$ cat config.mk
export PLATFORM = sky130hd
export DESIGN_NAME = aurc_front
export DESIGN_NICKNAME = d
export VERILOG_FILES = /design/src/hdl/aurc_pkg.sv /design/src/hdl/aurc_front.sv
export SDC_FILE = /design/constraint.sdc
export NUM_CORES = 1
export LEC_CHECK = 0
export BUFFER_PORTS_ARGS = -buffer_cell sky130_fd_sc_hd__clkbuf_2
export CAP_MARGIN = 20
export CORE_ASPECT_RATIO = 0.5
export CORE_MARGIN = 4
export CORE_UTILIZATION = 48
export CTS_CLUSTER_DIAMETER = 100
export CTS_CLUSTER_SIZE = 24
export DETAILED_ROUTE_END_ITERATION = 16
export PLACE_DENSITY = 0.81
export SYNTH_ARGS = -nofsm -noshare
export SYNTH_HDL_FRONTEND = slang
export SYNTH_SLANG_ARGS = --single-unit
export TNS_END_PERCENT = 100
$ cat constraint.sdc
create_clock -name clk_i -period 10 [get_ports clk_i]
set_clock_uncertainty 0.2 [all_clocks]
set_input_delay 0.5 -clock clk_i [delete_from_list [all_inputs] [get_ports clk_i]]
set_output_delay 0.5 -clock clk_i [all_outputs]
set_load 0.02 [all_outputs]
$ cat src/hdl/aurc_pkg.sv
// shared types and constants of the arp/udp receive classifier
package aurc_pkg;

  localparam logic [1:0] REQ_BYTE  = 2'd0;
  localparam logic [1:0] REQ_OPEN  = 2'd1;
  localparam logic [1:0] REQ_CLOSE = 2'd2;
  localparam logic [1:0] REQ_NONE  = 2'd3;

  localparam logic [2:0] KIND_PAYLOAD  = 3'd0;
  localparam logic [2:0] KIND_DROPPED  = 3'd1;
  localparam logic [2:0] KIND_ARP_REPLY = 3'd2;
  localparam logic [2:0] KIND_RESOLVED = 3'd3;
  localparam logic [2:0] KIND_UDP_DONE = 3'd4;
  localparam logic [2:0] KIND_OPENED   = 3'd5;
  localparam logic [2:0] KIND_FULL     = 3'd6;

  localparam logic [15:0] ETH_IPV4     = 16'h0800;
  localparam logic [15:0] ETH_ARP      = 16'h0806;
  localparam logic [7:0]  PROTO_UDP    = 8'h11;
  localparam logic [15:0] ARP_OP_REPLY = 16'h0002;
  localparam logic [15:0] PAYLOAD_START = 16'd42;
  localparam logic [15:0] UDP_HDR_LEN  = 16'd8;
  localparam logic [15:0] POS_MAX      = 16'hFFFF;

  localparam logic [31:0] LOCAL_IP_RESET  = 32'h0A00_0002;
  localparam logic [15:0] PORT_BASE_RESET = 16'd3000;

  localparam logic CFG_LOCAL_IP  = 1'b0;
  localparam logic CFG_PORT_BASE = 1'b1;

  typedef enum logic [2:0] {
    CMD_EMIT     = 3'd0,
    CMD_PAY_DONE = 3'd1,
    CMD_OPEN     = 3'd2,
    CMD_CLOSE    = 3'd3,
    CMD_ARP      = 3'd4
  } cmd_op_e;

  typedef struct packed {
    cmd_op_e     op;
    logic [2:0]  kind;
    logic [6:0]  slot;
    logic [7:0]  data;
    logic [47:0] mac;
    logic [31:0] addr;
    logic [15:0] len;
  } cmd_t;

  typedef struct packed {
    logic [2:0]  kind;
    logic [6:0]  slot;
    logic [7:0]  data;
    logic [47:0] mac;
    logic [31:0] addr;
    logic [15:0] len;
    logic        last;
  } res_t;

  typedef enum logic [2:0] {
    ST_IDLE = 3'b001,
    ST_SCAN = 3'b010,
    ST_EMIT = 3'b100
  } back_state_e;

endpackage

$ cat src/hdl/aurc_front.sv
// frame parser and request classifier feeding the command queue
module aurc_front #(
  parameter int SLOTS = 128
) (
  input  logic                clk_i,
  input  logic                rst_ni,
  input  logic                accept_i,
  input  logic [1:0]          req_type_i,
  input  logic [7:0]          frame_byte_i,
  input  logic                end_of_frame_i,
  input  logic [6:0]          close_slot_i,
  input  logic [31:0]         peer_ip_i,
  input  logic [31:0]         local_ip_i,
  input  logic [15:0]         port_base_i,
  input  logic [SLOTS-1:0]    slot_open_i,
  output logic                at_match_o,
  output logic                cmd_wr_o,
  output aurc_pkg::cmd_t      cmd_o
);
  import aurc_pkg::*;

  localparam int IW = SLOTS > 1 ? $clog2(SLOTS) : 1;

  logic [15:0] pos_q, pos_d;
  logic        match_q, match_d;
  logic [6:0]  mslot_q, mslot_d;
  logic [15:0] eth_q, eth_d, port_q, port_d, ulen_q, ulen_d, op_q, op_d;
  logic [7:0]  proto_q, proto_d;
  logic [31:0] iptgt_q, iptgt_d, sip_q, sip_d, tip_q, tip_d;
  logic [47:0] mac_q, mac_d;
  logic [15:0] slot_off, pay_cnt;
  logic        is_byte, pay;

  assign at_match_o = pos_q == 16'd37;
  assign is_byte    = req_type_i == REQ_BYTE;
  assign slot_off   = port_d - port_base_i;
  assign pay_cnt    = ulen_d >= UDP_HDR_LEN ? ulen_d - UDP_HDR_LEN : 16'd0;

  always_comb begin
    logic clr;
    clr = pos_q == 16'd0;
    eth_d   = clr ? '0 : eth_q;
    port_d  = clr ? '0 : port_q;
    ulen_d  = clr ? '0 : ulen_q;
    op_d    = clr ? '0 : op_q;
    proto_d = clr ? '0 : proto_q;
    iptgt_d = clr ? '0 : iptgt_q;
    sip_d   = clr ? '0 : sip_q;
    tip_d   = clr ? '0 : tip_q;
    mac_d   = clr ? '0 : mac_q;
    match_d = clr ? 1'b0 : match_q;
    mslot_d = clr ? '0 : mslot_q;
    if (pos_q == 16'd12 || pos_q == 16'd13) eth_d = {eth_d[7:0], frame_byte_i};
    if (pos_q == 16'd23) proto_d = frame_byte_i;
    if (pos_q >= 16'd30 && pos_q <= 16'd33) iptgt_d = {iptgt_d[23:0], frame_byte_i};
    if (pos_q == 16'd36 || pos_q == 16'd37) port_d = {port_d[7:0], frame_byte_i};
    if (pos_q == 16'd38 || pos_q == 16'd39) ulen_d = {ulen_d[7:0], frame_byte_i};
    if (pos_q == 16'd20 || pos_q == 16'd21) op_d = {op_d[7:0], frame_byte_i};
    if (pos_q >= 16'd22 && pos_q <= 16'd27) mac_d = {mac_d[39:0], frame_byte_i};
    if (pos_q >= 16'd28 && pos_q <= 16'd31) sip_d = {sip_d[23:0], frame_byte_i};
    if (pos_q >= 16'd38 && pos_q <= 16'd41) tip_d = {tip_d[23:0], frame_byte_i};
    if (pos_q == 16'd37 && eth_d == ETH_IPV4 && iptgt_d == local_ip_i &&
        proto_d == PROTO_UDP && {16'd0, slot_off} < SLOTS) begin
      if (slot_open_i[slot_off[IW-1:0]]) begin
        match_d = 1'b1;
        mslot_d = slot_off[6:0];
      end
    end
    pay = match_d && pos_q >= PAYLOAD_START && pos_q < POS_MAX &&
          (pos_q - PAYLOAD_START) < pay_cnt;
    if (end_of_frame_i) begin
      pos_d = '0;
    end else begin
      pos_d = pos_q == POS_MAX ? POS_MAX : pos_q + 16'd1;
    end
  end

  always_comb begin
    cmd_o      = '0;
    cmd_o.op   = CMD_EMIT;
    cmd_wr_o   = 1'b0;
    unique case (req_type_i)
      REQ_BYTE: begin
        if (end_of_frame_i) begin
          cmd_wr_o = 1'b1;
          if (match_d) begin
            cmd_o.slot = mslot_d;
            cmd_o.len  = pay_cnt;
            cmd_o.kind = KIND_UDP_DONE;
            if (pay) begin
              cmd_o.op   = CMD_PAY_DONE;
              cmd_o.data = frame_byte_i;
            end
          end else if (eth_d == ETH_ARP && pos_q >= 16'd41 && tip_d == local_ip_i) begin
            cmd_o.mac  = mac_d;
            cmd_o.addr = sip_d;
            if (op_d == ARP_OP_REPLY) begin
              cmd_o.op = CMD_ARP;
            end else begin
              cmd_o.kind = KIND_ARP_REPLY;
            end
          end else begin
            cmd_o.kind = KIND_DROPPED;
          end
        end else if (pay) begin
          cmd_wr_o   = 1'b1;
          cmd_o.kind = KIND_PAYLOAD;
          cmd_o.slot = mslot_d;
          cmd_o.data = frame_byte_i;
        end
      end
      REQ_OPEN: begin
        cmd_wr_o   = 1'b1;
        cmd_o.op   = CMD_OPEN;
        cmd_o.addr = peer_ip_i;
      end
      REQ_CLOSE: begin
        cmd_wr_o   = 1'b1;
        cmd_o.op   = CMD_CLOSE;
        cmd_o.slot = close_slot_i;
      end
      default: cmd_wr_o = 1'b0;
    endcase
    cmd_wr_o = cmd_wr_o && accept_i;
  end

  always_ff @(posedge clk_i or negedge rst_ni) begin
    if (!rst_ni) begin
      pos_q   <= '0;
      match_q <= 1'b0;
    end else if (accept_i && is_byte) begin
      pos_q   <= pos_d;
      match_q <= match_d;
    end
  end

  always_ff @(posedge clk_i) begin
    if (accept_i && is_byte) begin
      mslot_q <= mslot_d;
      eth_q   <= eth_d;
      port_q  <= port_d;
      ulen_q  <= ulen_d;
      op_q    <= op_d;
      proto_q <= proto_d;
      iptgt_q <= iptgt_d;
      sip_q   <= sip_d;
      tip_q   <= tip_d;
      mac_q   <= mac_d;
    end
  end
endmodule

==> metrics.cfg <==
[status]
status = finished, final reports clean

[clocking]
cts-root-buf = clkbuf_16
insertion_delay_ns = 0.50
htreeDepth = 1
cts_tree = done
clkTransAtPathRegs_ns = 0.11
numCtsBuffers = 13
cts.sinks = 240
cts.path.max_buffers = 3

[hold_path]
min_path_type = input port to asynchronous set/reset pin

[critical_path]
crit_fanout = 82
path_delay_family = simple AND/OR/NAND/NOR gates
critical_path_depth = 19
path_cells = or4_1 > or4_1 > nor2_1 > buf_4 > o21a_1 > ha_2 > inv_1 > fa_1 > a211oi_1 > nor2_1 > xor2_1 > mux2i_1 > mux2_2 > mux2i_1 > a2111oi_0 > nand4_2 > nand3_4 > o21ai_0 > clkbuf_2
reg2reg_from = pos_q[11]
startpoint = pos_q[11]
path_class = flop to output pin
slowest_stage = or4_1
cp.arrival_ns = 8.25
critPathLaunchType = flop
r2r_slack_ns = 2.52
r2r_cells = 17
cp_data_required_time_ns = 9.30
endpoint = cmd_o[21]
end_kind = output pin
slowest_delay_ns = 0.89
crit_buf_inv = 3
rr_endpoint = mslot_q[4]

[placement]
dp_cells = 2487
place_congestion = 0.997
port_buffers = 347
placed_area_mm2 = 0.0189
dp.final_hpwl_um = 37900

[floorplanning]
row_count = 48
core_mm2 = 0.0346
dieHeight_um = 141
die_area_mm2 = 0.0385
die_w_um = 274
start_util = 0.489
ios = 348

[detailed_routing]
wl_um = 52200
dr.pass1.iters = 6
drt_iter0_drc = 2133
drc = 0
wl_per_cell_um = 20.8
num_vias = 15400
ant_nets = 0
vias_per_cell = 6.12

[timing]
finalHoldViolations = 0
fmax_mhz = 112
slew_violations = 0
worst_slew_margin_rel = 0.303
worstMarginPinSlew_ns = 1.05
fin_crit_ns = 8.95
period_share = 0.895
rsz0062_at_grt = no
setup_violations = 0
tns_ns = 0

[global_routing]
overflow = 0
grt_max_degree = 158
grt_pass1_vias = 14000
grt_antenna_before_repair = 3
grt_pass1_wl_um = 79800
grt_use_total = 0.260

[final_layout]
layout_commonest_cell = clkbuf_2
final_cell_count_no_fill = 2513
multi_input_area_mm2 = 0.00906
final_cell_mix = clkbuf_2, nand2_1, edfxtp_1
drive_gt1_frac = 0.221
area_delta_synth_final_pct = 14.3
final_nets = 2304
regArea_mm2 = 0.00712
fill_cells = 3077
final_cell_area_mm2 = 0.0193

[power_and_ir_drop]
power_density_mw_per_mm2 = 163
total_power_w = 0.00316
irDropWorstVdd_v = 0.0000923
p_leak_nw = 7.51

[logic_synthesis]
async_flop_share = 0.0708
synth_seq_cells = 240
ys.warnings.count = 0
synthFlopType = edfxtp_1
synth_cell_types = 81
synthCells = 1777
netlist.top_cell.by_area = edfxtp_1
synth_edf_count = 223
synth_nets = 2051
synth_top_area_frac = 0.396
syn_avg_cell_area_um2 = 9.52
syn_area_mm2 = 0.0169
synthTopCellsByArea = edfxtp_1, mux2i_1, nand2_1
synth-seq-area-share = 0.421

[flow_run]
maxCapViolCount = 0

==> cell type report <==
class,instances,area share
antenna,1,0.000129
multi-input combinational,1341,0.468
tap,475,0.0307
clock buffer,21,0.0184
clock inverter,1,0.000453
sequential,240,0.368
inverter,61,0.0122
timing repair buffer,373,0.102
==> per-layer routing <==
metal  GRT usage  share of wire  vias up
met5           0        0.00052        -
met2       0.428           0.47      826
met3      0.0359          0.087      114
met4      0.0816          0.035        4
met1       0.360           0.41     7353
li1            -              -     7091
==> report_power, final <==
group	total, W	internal, W	switching [W]
clock network	0.000581	0.000250	0.000331
logic	0.00133	0.000513	0.000816
registers	0.00125	0.00121	0.0000410
total	0.00316	0.00197	0.00119
==> cells by family (layout without fill, tap and decap cells) <==
group / count (synthesis) / in the layout / synth area share
compound gates: 376 / 376 / 0.143
xor+xnor: 81 / 81 / 0.0419
fa+ha+maj: 45 / 45 / 0.0337
buf+inv: 196 / 456 / 0.0473
flops: 240 / 240 / 0.421
mux: 167 / 167 / 0.124
other cells: 0 / 1 / 0
simple gates: 672 / 672 / 0.189
==> flip-flops by register name, indices dropped and copies added (netlist names) <==
name / cells
ulen_q: 16
eth_q: 16
proto_q: 8
tip_q: 32
iptgt_q: 32
mac_q: 48
op_q: 16
mslot_q: 7
pos_q: 16
port_q: 16
match_q: 1
sip_q: 32
==> metrics by stage <==
| step | worst slack [ns] | hold slack [ns] | utilization |
|---|---|---|---|
| 2_1_floorplan | 1.73 | 0.00441 | - |
| 3_3_place_gp | 1.99 | 0.270 | 0.547 |
| 3_5_place_dp | 1.70 | 0.266 | 0.547 |
| 4_1_cts | 1.14 | 0.269 | 0.558 |
| 5_1_grt | 0.443 | 0.306 | 0.559 |
| 6_report | 1.05 | 0.278 | 0.559 |
==> worst reg2reg max path, stage by stage (launching register included) <==
cell and delay, ns:
dfrtp_1 0.46, or4_1 0.89, or4_1 0.85, nor2_1 0.17
buf_4 0.25, o21a_1 0.19, ha_2 0.17, inv_1 0.05
fa_1 0.41, a211oi_1 0.44, nor2_1 0.11, xor2_1 0.81
mux2i_1 0.28, mux2_2 0.18, mux2i_1 0.06, a2111oi_0 0.65
nand4_2 0.56, mux2_2 0.51
==> Yosys cell counts, drive strengths merged, types with 13 or more instances <==
library cell	number
edfxtp	223
nor2	143
nand2b	13
a31oi	18
o211ai	18
xnor2	52
xor2	29
nand4	42
nor4	21
ha	44
o31ai	51
inv	61
dfrtp	17
a21oi	83
and3	15
clkbuf	96
nor3	70
mux4	32
nand3	45
o21a	23
nand2	249
mux2i	124
and2	17
o21ai	104
buf	39
==> how the worst min path moves through the flow <==
stage / cells past startpoint / from / slack (ns) / endpoint
6_report: 2 / rst_ni / 0.28 / pos_q[6]
2_1_floorplan: 0 / rst_ni / 0.004 / match_q
3_5_place_dp: 1 / rst_ni / 0.27 / pos_q[14]
4_1_cts: 2 / rst_ni / 0.27 / pos_q[8]
3_3_place_gp: 1 / rst_ni / 0.27 / pos_q[14]
5_1_grt: 2 / rst_ni / 0.31 / pos_q[6]
==> what timing repair did <==
item / CTS / global route
hold buffers: 1 / 0
buffers inserted: 0 / 0
resized for setup: 0 / 0
hold endpoints to repair: 17 / 0
Note: power is estimated with default switching activity, not from simulation.
