## src/hdl/aurc_pkg.sv

```systemverilog
// shared types and constants of the arp/udp receive classifier
package aurc_pkg;

  localparam logic [1:0] REQ_BYTE  = 2'd0;
  localparam logic [1:0] REQ_OPEN  = 2'd1;
  localparam logic [1:0] REQ_CLOSE = 2'd2;
  localparam logic [1:0] REQ_NONE  = 2'd3;

  localparam logic [2:0] KIND_PAYLOAD  = 3'd0;
  localparam logic [2:0] KIND_DROPPED  = 3'd1;
  localparam logic [2:0] KIND_ARP_REPLY = 3'd2;
  localparam logic [2:0] KIND_RESOLVED = 3'd3;
  localparam logic [2:0] KIND_UDP_DONE = 3'd4;
  localparam logic [2:0] KIND_OPENED   = 3'd5;
  localparam logic [2:0] KIND_FULL     = 3'd6;

  localparam logic [15:0] ETH_IPV4     = 16'h0800;
  localparam logic [15:0] ETH_ARP      = 16'h0806;
  localparam logic [7:0]  PROTO_UDP    = 8'h11;
  localparam logic [15:0] ARP_OP_REPLY = 16'h0002;
  localparam logic [15:0] PAYLOAD_START = 16'd42;
  localparam logic [15:0] UDP_HDR_LEN  = 16'd8;
  localparam logic [15:0] POS_MAX      = 16'hFFFF;

  localparam logic [31:0] LOCAL_IP_RESET  = 32'h0A00_0002;
  localparam logic [15:0] PORT_BASE_RESET = 16'd3000;

  localparam logic CFG_LOCAL_IP  = 1'b0;
  localparam logic CFG_PORT_BASE = 1'b1;

  typedef enum logic [2:0] {
    CMD_EMIT     = 3'd0,
    CMD_PAY_DONE = 3'd1,
    CMD_OPEN     = 3'd2,
    CMD_CLOSE    = 3'd3,
    CMD_ARP      = 3'd4
  } cmd_op_e;

  typedef struct packed {
    cmd_op_e     op;
    logic [2:0]  kind;
    logic [6:0]  slot;
    logic [7:0]  data;
    logic [47:0] mac;
    logic [31:0] addr;
    logic [15:0] len;
  } cmd_t;

  typedef struct packed {
    logic [2:0]  kind;
    logic [6:0]  slot;
    logic [7:0]  data;
    logic [47:0] mac;
    logic [31:0] addr;
    logic [15:0] len;
    logic        last;
  } res_t;

  typedef enum logic [2:0] {
    ST_IDLE = 3'b001,
    ST_SCAN = 3'b010,
    ST_EMIT = 3'b100
  } back_state_e;

endpackage

```

## src/hdl/aurc_fifo.sv

```systemverilog
// short command queue between front and back
module aurc_fifo (
  input  logic          clk_i,
  input  logic          rst_ni,
  input  logic          wr_i,
  input  aurc_pkg::cmd_t wdata_i,
  input  logic          rd_i,
  output aurc_pkg::cmd_t head_o,
  output logic          full_o,
  output logic          empty_o
);
  import aurc_pkg::*;

  cmd_t       ent_q [4];
  logic [1:0] wp_q, rp_q;
  logic [2:0] cnt_q;

  assign head_o  = ent_q[rp_q];
  assign full_o  = cnt_q == 3'd4;
  assign empty_o = cnt_q == 3'd0;

  always_ff @(posedge clk_i) begin
    if (wr_i) begin
      ent_q[wp_q] <= wdata_i;
    end
  end

  always_ff @(posedge clk_i or negedge rst_ni) begin
    if (!rst_ni) begin
      wp_q  <= '0;
      rp_q  <= '0;
      cnt_q <= '0;
    end else begin
      if (wr_i) wp_q <= wp_q + 2'd1;
      if (rd_i) rp_q <= rp_q + 2'd1;
      cnt_q <= cnt_q + {2'b0, wr_i} - {2'b0, rd_i};
    end
  end
endmodule

```

## config.mk

```make
export PLATFORM = sky130hd
export DESIGN_NAME = aurc_fifo
export DESIGN_NICKNAME = d
export VERILOG_FILES = /design/src/hdl/aurc_pkg.sv /design/src/hdl/aurc_fifo.sv
export SDC_FILE = /design/constraint.sdc
export NUM_CORES = 1
export LEC_CHECK = 0
export BUFFER_PORTS_ARGS = -buffer_cell sky130_fd_sc_hd__buf_2
export CAP_MARGIN = 10
export CORE_MARGIN = 3
export CORE_UTILIZATION = 51
export DETAILED_ROUTE_END_ITERATION = 10
export PLACE_DENSITY_LB_ADDON = 0.2
export SLEW_MARGIN = 20
export SYNTH_ARGS = -nofsm -noshare
export SYNTH_HDL_FRONTEND = slang
export SYNTH_SLANG_ARGS = --single-unit
export TNS_END_PERCENT = 50
```

## constraint.sdc

```tcl
create_clock -name clk_i -period 4.1 [get_ports clk_i]
set_input_delay 0.41 -clock clk_i [delete_from_list [all_inputs] [get_ports clk_i]]
set_output_delay 0.41 -clock clk_i [all_outputs]
set_load 0.005 [all_outputs]
```

==> results of run 1 <==
## critical path: cells and delay by family (launching register included)
family	cells	cell delay [ps]
buf+inv	2	480
flops	1	910
mux	1	550
## state kept, by name, indices dropped and copies added, names as in the netlist
register,count
cnt_q,3
ent_q,468
rp_q,2
wp_q,2
## placed cells by master, fill, tap and decap left out, drive strengths merged
cell type / count
fa: 1
xor2: 2
edfxtp: 468
o21ai: 1
inv: 6
clkinvlp: 2
and3: 1
ha: 6
clkinv: 18
clkbuf: 62
buf: 252
mux4: 117
nand2: 2
and2: 4
xnor2: 3
bufinv: 1
diode: 2
dfrtp: 7
dlygate4sd3: 1
nor3: 1
## routing by layer
layer  track usage (%)  share of wire [%]
met2              27.8                 49
met5                 0               0.19
met4              3.50                1.4
met3              5.92                8.4
met1              23.7                 41
## cells by family after synthesis
logic type | after synthesis
AOI/OAI and AO/OA | 1
xor gates and xnor gates | 5
adders and majority gates | 7
buffers and inverters | 32
DFF | 475
muxes | 117
and+or+nand+nor | 8
## worst min path at each step
| stage | startpoint | to | slack, ps | cells past startpoint |
|---|---|---|---|---|
| 2_1_floorplan | rst_ni | cnt_q[0] | 110 | 0 |
| 3_3_place_gp | rst_ni | cnt_q[1] | 260 | 1 |
| 3_5_place_dp | rst_ni | cnt_q[2] | 260 | 1 |
| 4_1_cts | wdata_i[109] | ent_q[1][109] | 60 | 1 |
| 5_1_grt | wdata_i[4] | ent_q[3][4] | 70 | 1 |
| 6_report | wdata_i[114] | ent_q[1][114] | 90 | 1 |
## power by group through the flow
stage                     clock [W]  sequential, W  combinational, W
after floorplan                   0        0.00667           0.00263
after global placement            0        0.00681           0.00382
after detailed placement          0        0.00685           0.00383
after CTS                   0.00398        0.00676           0.00384
after global routing        0.00418        0.00683           0.00406
final                       0.00387        0.00673           0.00371
## cell type report
class                           instances  area [sq um]  share of cell area [%]
Antenna cell                            2          5.00                  0.0245
Timing Repair Buffer                  253          1400                    6.86
Inverter                                6          22.5                   0.110
Tap cell                              442           553                    2.70
Sequential cell                       475         14200                    69.6
Clock inverter                         21           123                   0.600
Multi-Input combinational cell        138          2830                    13.9
Clock buffer                           62          1270                    6.23
## per-stage QoR
stage / hold WS, ps / cell area [sq um] / worst slack (ps) / std cells / utilization [%]
2_1_floorplan: 114 / 17400 / 299 / 645 / -
3_3_place_gp: 257 / 19000 / 1620 / 1313 / 57.6
3_5_place_dp: 259 / 19000 / 1630 / 1313 / 57.6
4_1_cts: 61.2 / 20400 / 1040 / 1397 / 61.9
5_1_grt: 70.6 / 20400 / 937 / 1397 / 61.9
6_report: 93.2 / 20500 / 1120 / 1399 / 61.9
==> flow_summary_export.csv, run 1 <==
group,metric,value,unit
finish,fin_nets,1049,
setup_path,critPathMaxFanout,36,
timing,finalCritPeriodShare,72.8,%
setup_path,max_stage_delay,910,ps
setup_path,startpoint,"rp_q[0]",
power,seqPwrFrac,47.0,%
synth,yosysWarnings,0,
power,peakVddDrop,0.000447,V
timing,report.final.slew_viol_count,0,
power,clockPowerShare,27.0,%
clock_tree,clkSlewWorstSetupHoldPaths,60,ps
run_status,status,"finished, final reports clean",
finish,n_fill_cell,2301,
run,cap_violations,0,
global_route,grt_pass1_vias,8192,
clock_tree,cts.sinks,475,
synth,synth_area_per_cell,26.9,sq um
power,p_int,0.0105,W
timing,finalCriticalPeriod,2980,ps
die,pin_count,240,
timing,fmax,335,MHz
routing,drc_errors,0,
power,p_sw_share,26.7,%
synth,yosysTopAreaCell,"edfxtp_1",
synth,syn_area,0.0174,sq mm
setup_path,critPathKind,"reg -> out",
synth,ys_seq_elements,475,
clock_tree,cts_tree,"yes",
synth,synthArstFlopShare,1.47,%
die,initial_core_util,52.6,%
setup_path,r2r_end,"ent_q[2][83]",
synth,yosysMostFrequentCell,"edfxtp_1",
synth,synthAdderAreaFrac,0.548,%
clock_tree,cts.htree.levels,2,
power,p_total,0.0143,W
timing,rsz0062_at_grt,"false",
synth,synthSimpleGateAreaFrac,0.252,%
power,switching_power,0.00382,W
clock_tree,clockBufferDepth,3,
synth,syn_inst,645,
global_route,grtUsageTotal,17.3,%
synth,yosys.area.top_type_share,80.9,%
synth,synth-xor-area-share,0.252,%
synth,ys_types,18,
synth,synthMuxAreaShare,15.2,%
clock_tree,clk_latency,530,ps
routing,vias_per_cell,5.43,
routing,wl_per_cell,22.1,um
routing,drt_iter0_drc,461,
clock_tree,postCtsHoldBufs,1,
routing,first_pass_iters,4,
setup_path,r2r_slack,1920,ps
die,core,0.0330,sq mm
setup_path,critPathSlowestCell,"dfrtp_4",
setup_path,ff2ff_path_depth,4,
global_route,overflow,0,
clock_tree,cts_root_buffer,"clkbuf_16",
power,p_leak,6.97,nW
hold_path,hp-class,"in -> reg",
timing,slew_headroom,41.0,%
routing,routed_wl,31.0,mm
setup_path,cp_cell_sequence,"buf_12, mux4_2, buf_2",
setup_path,timing.critical_path.to,"head_o[67]",
clock_tree,cts_resized,0,
die,die_w,191,um
power,p_comb_share,25.9,%
synth,synth_commonest_cells,"edfxtp_1 (468), mux4_2 (117), buf_12 (10)",
synth,syn-num-nets,773,
die,fp.dieH,191,um
global_route,antenna_found_initial,5,
setup_path,reg2reg_from,"wp_q[0]",
setup_path,arrival,2570,ps
clock_tree,post_cts_buffers,0,
setup_path,end_kind,"output port",
synth,ys_top_cells_by_area,"edfxtp_1 (81%), mux4_2 (15%), buf_12 (1.2%)",
setup_path,start_kind,"register",
synth,synth_edf_count,468,
timing,fin_setup_tns,0,ps
setup_path,required,3690,ps
placement,hpwlAfterDp,19.0,mm
placement,portBuffers,239,
global_route,grt_pass1_wl,47.9,mm
synth,ys_seq_area_share,81.9,%
timing,worstMarginPinSlew,885,ps
finish,drive_above_1_share,45.2,%
finish,areaGrowthSynthToFinish,17.8,%
global_route,grt_max_degree,66,
synth,synth_top_family_by_area,"multiplexers",
clock_tree,cts_buffers,47,
timing,hold_viol_final,0,
power,p_per_area,700,mW/mm^2
die,rows,66,
routing,via_count,7598,
timing,setup_viol,0,
synth,synth_ff_type,"edfxtp_1",
synth,synth_compound_area_share,0.0288,%
die,dieArea,0.0363,sq mm
timing,fin_worst_skew,18.6,ps
placement,routabilityCongestion,0.698,
routing,final_antenna_net_count,0,
Power figures use the tool's default switching activity.
==> run 2: changes to the inputs <==
--- a/config.mk
+++ b/config.mk
@@ -8,7 +8,7 @@
 export BUFFER_PORTS_ARGS = -buffer_cell sky130_fd_sc_hd__buf_2
 export CAP_MARGIN = 10
 export CORE_MARGIN = 3
-export CORE_UTILIZATION = 51
+export CORE_UTILIZATION = 55
 export DETAILED_ROUTE_END_ITERATION = 10
 export PLACE_DENSITY_LB_ADDON = 0.2
 export SLEW_MARGIN = 20
==> constraint.sdc (replaced) <==
create_clock -name clk_i -period 2.81 [get_ports clk_i]
set_input_delay 0.281 -clock clk_i [delete_from_list [all_inputs] [get_ports clk_i]]
set_output_delay 0.281 -clock clk_i [all_outputs]
set_load 0.005 [all_outputs]
==> run 2 against run 1 <==
Against the previous run: sequential power up 44%; register-to-register slack worse by 960 ps; power up 48%; non-clock buffer count up 120; die area down 7.0%; combinational power up 57%; final cell count up 5.2%; global-route usage up 2.8 points; highest routed layer is now met4; clock skew down 8.2 ps.
==> flow_summary_export.csv, run 2 (synthesis gave the netlist of run 1 again) <==
group,metric,value,unit
placement,place_inst,1269,
die,dieArea,0.0337,sq mm
finish,finalNonFillerCells,1472,
clock_tree,cts_resized,0,
setup_path,start_kind,"register",
finish,reg_top3,"ent_q (468), cnt_q (3)",
routing,via_count,8176,
setup_path,reg2reg_from,"wp_q[0]",
finish,register_area,0.0142,sq mm
hold_path,worst_hold_path.endpoint,"wp_q[0]",
finish,fin_util,70.1,%
routing,first_pass_iters,5,
finish,final_cell_mix,"edfxtp_1 (468), buf_2 (239), dlygate4sd3_1 (119), mux4_2 (117), clkbuf_16 (47)",
timing,finalCritPeriodShare,87.5,%
global_route,grt_pass1_wl,51.7,mm
global_route,grtUsageTotal,20.1,%
setup_path,critPathKind,"reg -> out",
clock_tree,cts.htree.levels,2,
die,initial_core_util,56.3,%
finish,mostFrequentLayoutCell,"edfxtp_1",
finish,largest_reg_flops,468,
setup_path,startpoint,"rp_q[1]",
placement,portBuffers,239,
clock_tree,clkSlewWorstSetupHoldPaths,60,ps
setup_path,required,2530,ps
setup_path,arrival,2180,ps
timing,fmax,407,MHz
setup_path,critPathSlowestCell,"dfrtp_4",
die,core,0.0308,sq mm
finish,drive_above_1_share,40.7,%
clock_tree,cts_tree,"yes",
routing,vias_per_cell,5.55,
routing,drt_iter0_drc,520,
timing,rsz0062_at_grt,"false",
die,pin_count,240,
timing,fin_setup_tns,0,ps
clock_tree,cts_root_buffer,"clkbuf_16",
global_route,grt_pass1_vias,8959,
finish,top_register,"ent_q",
timing,slew_headroom,49.3,%
routing,final_antenna_net_count,0,
hold_path,min_path_cells,2,
power,peakVddDrop,0.000577,V
die,fp.dieH,184,um
timing,finalCriticalPeriod,2460,ps
routing,drc_errors,0,
die,die_w,184,um
timing,report.final.slew_viol_count,0,
power,p_leak,7.49,nW
global_route,grt_max_degree,73,
finish,final_area,0.0216,sq mm
setup_path,max_stage_delay,690,ps
setup_path,r2r_end,"ent_q[2][19]",
setup_path,ff2ff_path_depth,4,
placement,hpwlAfterDp,19.5,mm
finish,fin_nets,1169,
placement,place_ws,898,ps
timing,setup_viol,0,
timing,fin_worst_skew,10.3,ps
routing,routed_wl,33.2,mm
finish,multiInputGateArea,0.00283,sq mm
run_status,status,"finished, final reports clean",
finish,areaGrowthSynthToFinish,24.4,%
timing,setup_slack,351,ps
clock_tree,cts.sinks,475,
run,cap_violations,0,
clock_tree,clk_latency,540,ps
setup_path,critPathMaxFanout,55,
timing,worstMarginPinSlew,760,ps
hold_path,hp-class,"in -> reg",
die,rows,64,
clock_tree,post_cts_buffers,0,
clock_tree,clockBufferDepth,3,
placement,placedInstanceArea,0.0190,sq mm
global_route,overflow,0,
routing,wl_per_cell,22.5,um
setup_path,end_kind,"output port",
power,p_per_area,979,mW/mm^2
hold_path,holdCritStartpoint,"wr_i",
setup_path,r2r_slack,960,ps
finish,n_fill_cell,1827,
global_route,antenna_found_initial,1,
clock_tree,cts_buffers,47,
setup_path,cp_cell_sequence,"buf_12, mux4_2, buf_2",
placement,routabilityCongestion,0.741,
timing,hold_viol_final,0,
-- run 2: cell types whose count changed in the layout (fill, tap and decap cells not counted) --
cell and delta:
diode_2 -1, inv_6 +4, buf_12 +2, clkinv_1 -3, clkinvlp_4 -2, clkbuf_16 -2, clkinv_2 +4, clkbuf_1 -1
bufinv_16 +1, clkinv_4 -1, dlygate4sd3_1 +118
-- run 2: worst max-delay path, delay by kind of cell (launching register included) --
family	cells	cell delay, ps
multiplexers	1	390
flip-flops	1	690
buffers and inverters	2	500
-- run 2: layer usage --
layer / GRT usage, % / up-vias / wire length (um)
li1: - / 3587 / -
met1: 25.9 / 4263 / 12800
met2: 35.2 / 273 / 17600
met3: 4.83 / 53 / 2180
met4: 4.81 / 0 / 636
met5: 0 / - / 0
-- run 2: worst max path at each step --
stage	endpoint	slack, ps	depth (start not counted)
floorplan	ent_q[1][0]	-970	3
global placement	head_o[44]	910	3
detailed placement	head_o[72]	900	3
CTS	head_o[37]	320	3
global route	head_o[72]	260	3
finish	head_o[72]	350	3
-- run 2: metrics by stage --
step	hold slack [ps]	total power [W]
5_1_grt	74.0	0.0222
2_1_floorplan	-14.6	0.0135
6_report	85.0	0.0212
4_1_cts	63.7	0.0214
3_5_place_dp	139	0.0156
3_3_place_gp	135	0.0154
-- run 2: layout make-up --
cell class	instances	share of cell area [%]
Sequential cell	475	65.9
Clock buffer	59	5.65
Antenna cell	1	0.0116
Clock inverter	24	0.799
Tap cell	396	2.29
Timing Repair Buffer	373	12.1
Inverter	6	0.104
Multi-Input combinational cell	138	13.1
-- run 2: what timing repair did --
action	CTS	global route
hold buffers	119	0
endpoints found under the setup margin	0	0
hold endpoints to repair	476	0
-- run 2: power breakdown --
part           internal [W]  switching [W]
Combinational       0.00294        0.00289
Clock               0.00326        0.00240
Sequential          0.00927       0.000396
Total                0.0155        0.00569
==> run 3: changes to the inputs <==
--- a/config.mk
+++ b/config.mk
@@ -8,7 +8,7 @@
 export BUFFER_PORTS_ARGS = -buffer_cell sky130_fd_sc_hd__buf_2
 export CAP_MARGIN = 10
 export CORE_MARGIN = 3
-export CORE_UTILIZATION = 55
+export CORE_UTILIZATION = 57
 export DETAILED_ROUTE_END_ITERATION = 10
 export PLACE_DENSITY_LB_ADDON = 0.2
 export SLEW_MARGIN = 20
==> run 3 against run 2 <==
Against the previous run: setup slack lost 130 ps; largest cell class unchanged; die area shrank 3.4%; critical path type unchanged; fmax shrank 4.8%; register-to-register slack lost 40 ps; combinational power grew 0.7%; highest routed layer is now met5; global-route usage grew 1.0 points; final cell count shrank 0.20%; worst hold slack lost 13 ps; critical path depth is the same; power grew 1.2%; count of clock-buffer cells in the layout grew 3; routed wire length grew 1.8%.
==> flow_summary_export.csv, run 3 (synthesis gave the netlist of run 1 again) <==
group,metric,value,unit
timing,fin_setup_tns,0,ps
setup_path,end_kind,"output port",
power,peakVddDrop,0.000588,V
clock_tree,cts_root_buffer,"clkbuf_16",
routing,drc_errors,0,
routing,first_pass_iters,4,
timing,finalCritPeriodShare,92.0,%
finish,multiInputGateArea,0.00283,sq mm
placement,hpwlAfterDp,20.3,mm
finish,fin_nets,1172,
setup_path,start_kind,"register",
timing,setup_viol,0,
clock_tree,clkSlewWorstSetupHoldPaths,60,ps
clock_tree,clockBufferDepth,3,
global_route,grt_max_degree,59,
clock_tree,cts.htree.levels,2,
power,p_sw_share,26.7,%
clock_tree,cts.sinks,475,
setup_path,arrival,2300,ps
run,cap_violations,0,
global_route,grt_pass1_vias,9117,
die,initial_core_util,58.3,%
clock_tree,clk_latency,530,ps
die,fp.dieH,181,um
power,p_int,0.0157,W
timing,fin_worst_skew,11.2,ps
finish,mostFrequentLayoutCell,"edfxtp_1",
routing,wl_per_cell,23.0,um
finish,register_area,0.0142,sq mm
power,seqPwrFrac,45.4,%
finish,final_cell_mix,"edfxtp_1 (468), buf_2 (239), dlygate4sd3_1 (119), mux4_2 (117), clkbuf_16 (49)",
die,die_w,181,um
finish,n_fill_cell,1688,
global_route,overflow,0,
hold_path,hp-class,"in -> reg",
placement,routabilityCongestion,0.726,
timing,rsz0062_at_grt,"false",
finish,top_register,"ent_q",
power,switching_power,0.00571,W
clock_tree,cts_tree,"yes",
global_route,grt_pass1_wl,52.9,mm
timing,report.final.slew_viol_count,0,
finish,drive_above_1_share,40.6,%
routing,via_count,8299,
finish,reg_top3,"ent_q (468), cnt_q (3)",
setup_path,critPathKind,"reg -> out",
power,p_per_area,986,mW/mm^2
global_route,antenna_found_initial,2,
clock_tree,post_cts_buffers,0,
setup_path,r2r_slack,920,ps
power,p_comb_share,27.4,%
routing,final_antenna_net_count,0,
timing,slew_headroom,65.2,%
timing,worstMarginPinSlew,522,ps
global_route,grtUsageTotal,21.1,%
timing,hold_viol_final,0,
timing,fmax,387,MHz
die,pin_count,240,
routing,vias_per_cell,5.65,
placement,place_inst,1266,
routing,drt_iter0_drc,645,
clock_tree,cts_buffers,47,
timing,finalCriticalPeriod,2580,ps
setup_path,critPathMaxFanout,17,
timing,fin_hold_ws,71.7,ps
die,core,0.0298,sq mm
die,dieArea,0.0326,sq mm
die,rows,63,
finish,areaGrowthSynthToFinish,24.9,%
run_status,status,"finished, final reports clean",
finish,finalNonFillerCells,1469,
setup_path,required,2530,ps
placement,portBuffers,239,
power,clockPowerShare,27.2,%
finish,largest_reg_flops,468,
routing,routed_wl,33.8,mm
power,p_leak,7.52,nW
## run 3: worst max-delay path: stages (launching register included)
cell,delay (ps)
dfrtp_4,640
buf_4,390
mux4_2,570
buf_2,140
## run 3: final timing paths
kind | from | to | depth (start not counted)
worst max-delay path | rp_q[0] | head_o[101] | 3
min in group asynchronous | rst_ni | wp_q[0] | 2
worst min-delay path | wr_i | wp_q[0] | 2
max in group asynchronous | rst_ni | rp_q[0] | 2
worst min register to register | wp_q[0] | wp_q[0] | 1
worst max register to register | wp_q[0] | ent_q[2][95] | 4
## run 3: cell type report
cell class	count	share of cell area, %
multi-input combinational	138	13.1
timing repair buffer	376	12.3
sequential	475	65.6
antenna	1	0.0115
clock buffer	62	5.88
tap	390	2.25
inverter	6	0.104
clock inverter	21	0.784
## run 3: stage by stage
stage          utilization [%]  area [sq um]  worst slack, ps  power [W]
2_1_floorplan                -         17400             -965     0.0135
3_3_place_gp              64.0         19100              777     0.0155
3_5_place_dp              64.0         19100              740     0.0157
4_1_cts                   72.8         21700              150     0.0217
5_1_grt                   72.8         21700             87.7     0.0224
6_report                  72.8         21700              226     0.0214
## run 3: per-layer routing
layer	up-vias	wire, um	track usage [%]
met3	74	2360	4.99
met2	292	17500	36.3
li1	3593	-	-
met5	-	13	0
met4	2	896	6.05
met1	4338	13000	27.5
## run 3: power groups by stage
stage / logic, W / registers (W) / clock network (W)
4_1_cts: 0.00602 / 0.00971 / 0.00595
3_5_place_dp: 0.00585 / 0.00985 / 0
2_1_floorplan: 0.00383 / 0.00969 / 0
3_3_place_gp: 0.00577 / 0.00973 / 0
5_1_grt: 0.00636 / 0.00981 / 0.00623
6_report: 0.00587 / 0.00970 / 0.00582
## run 3: timing repair
item,4_1_cts,5_1_grt
endpoints found under the hold margin,476,0
gates resized for setup,0,0
hold buffers,119,0
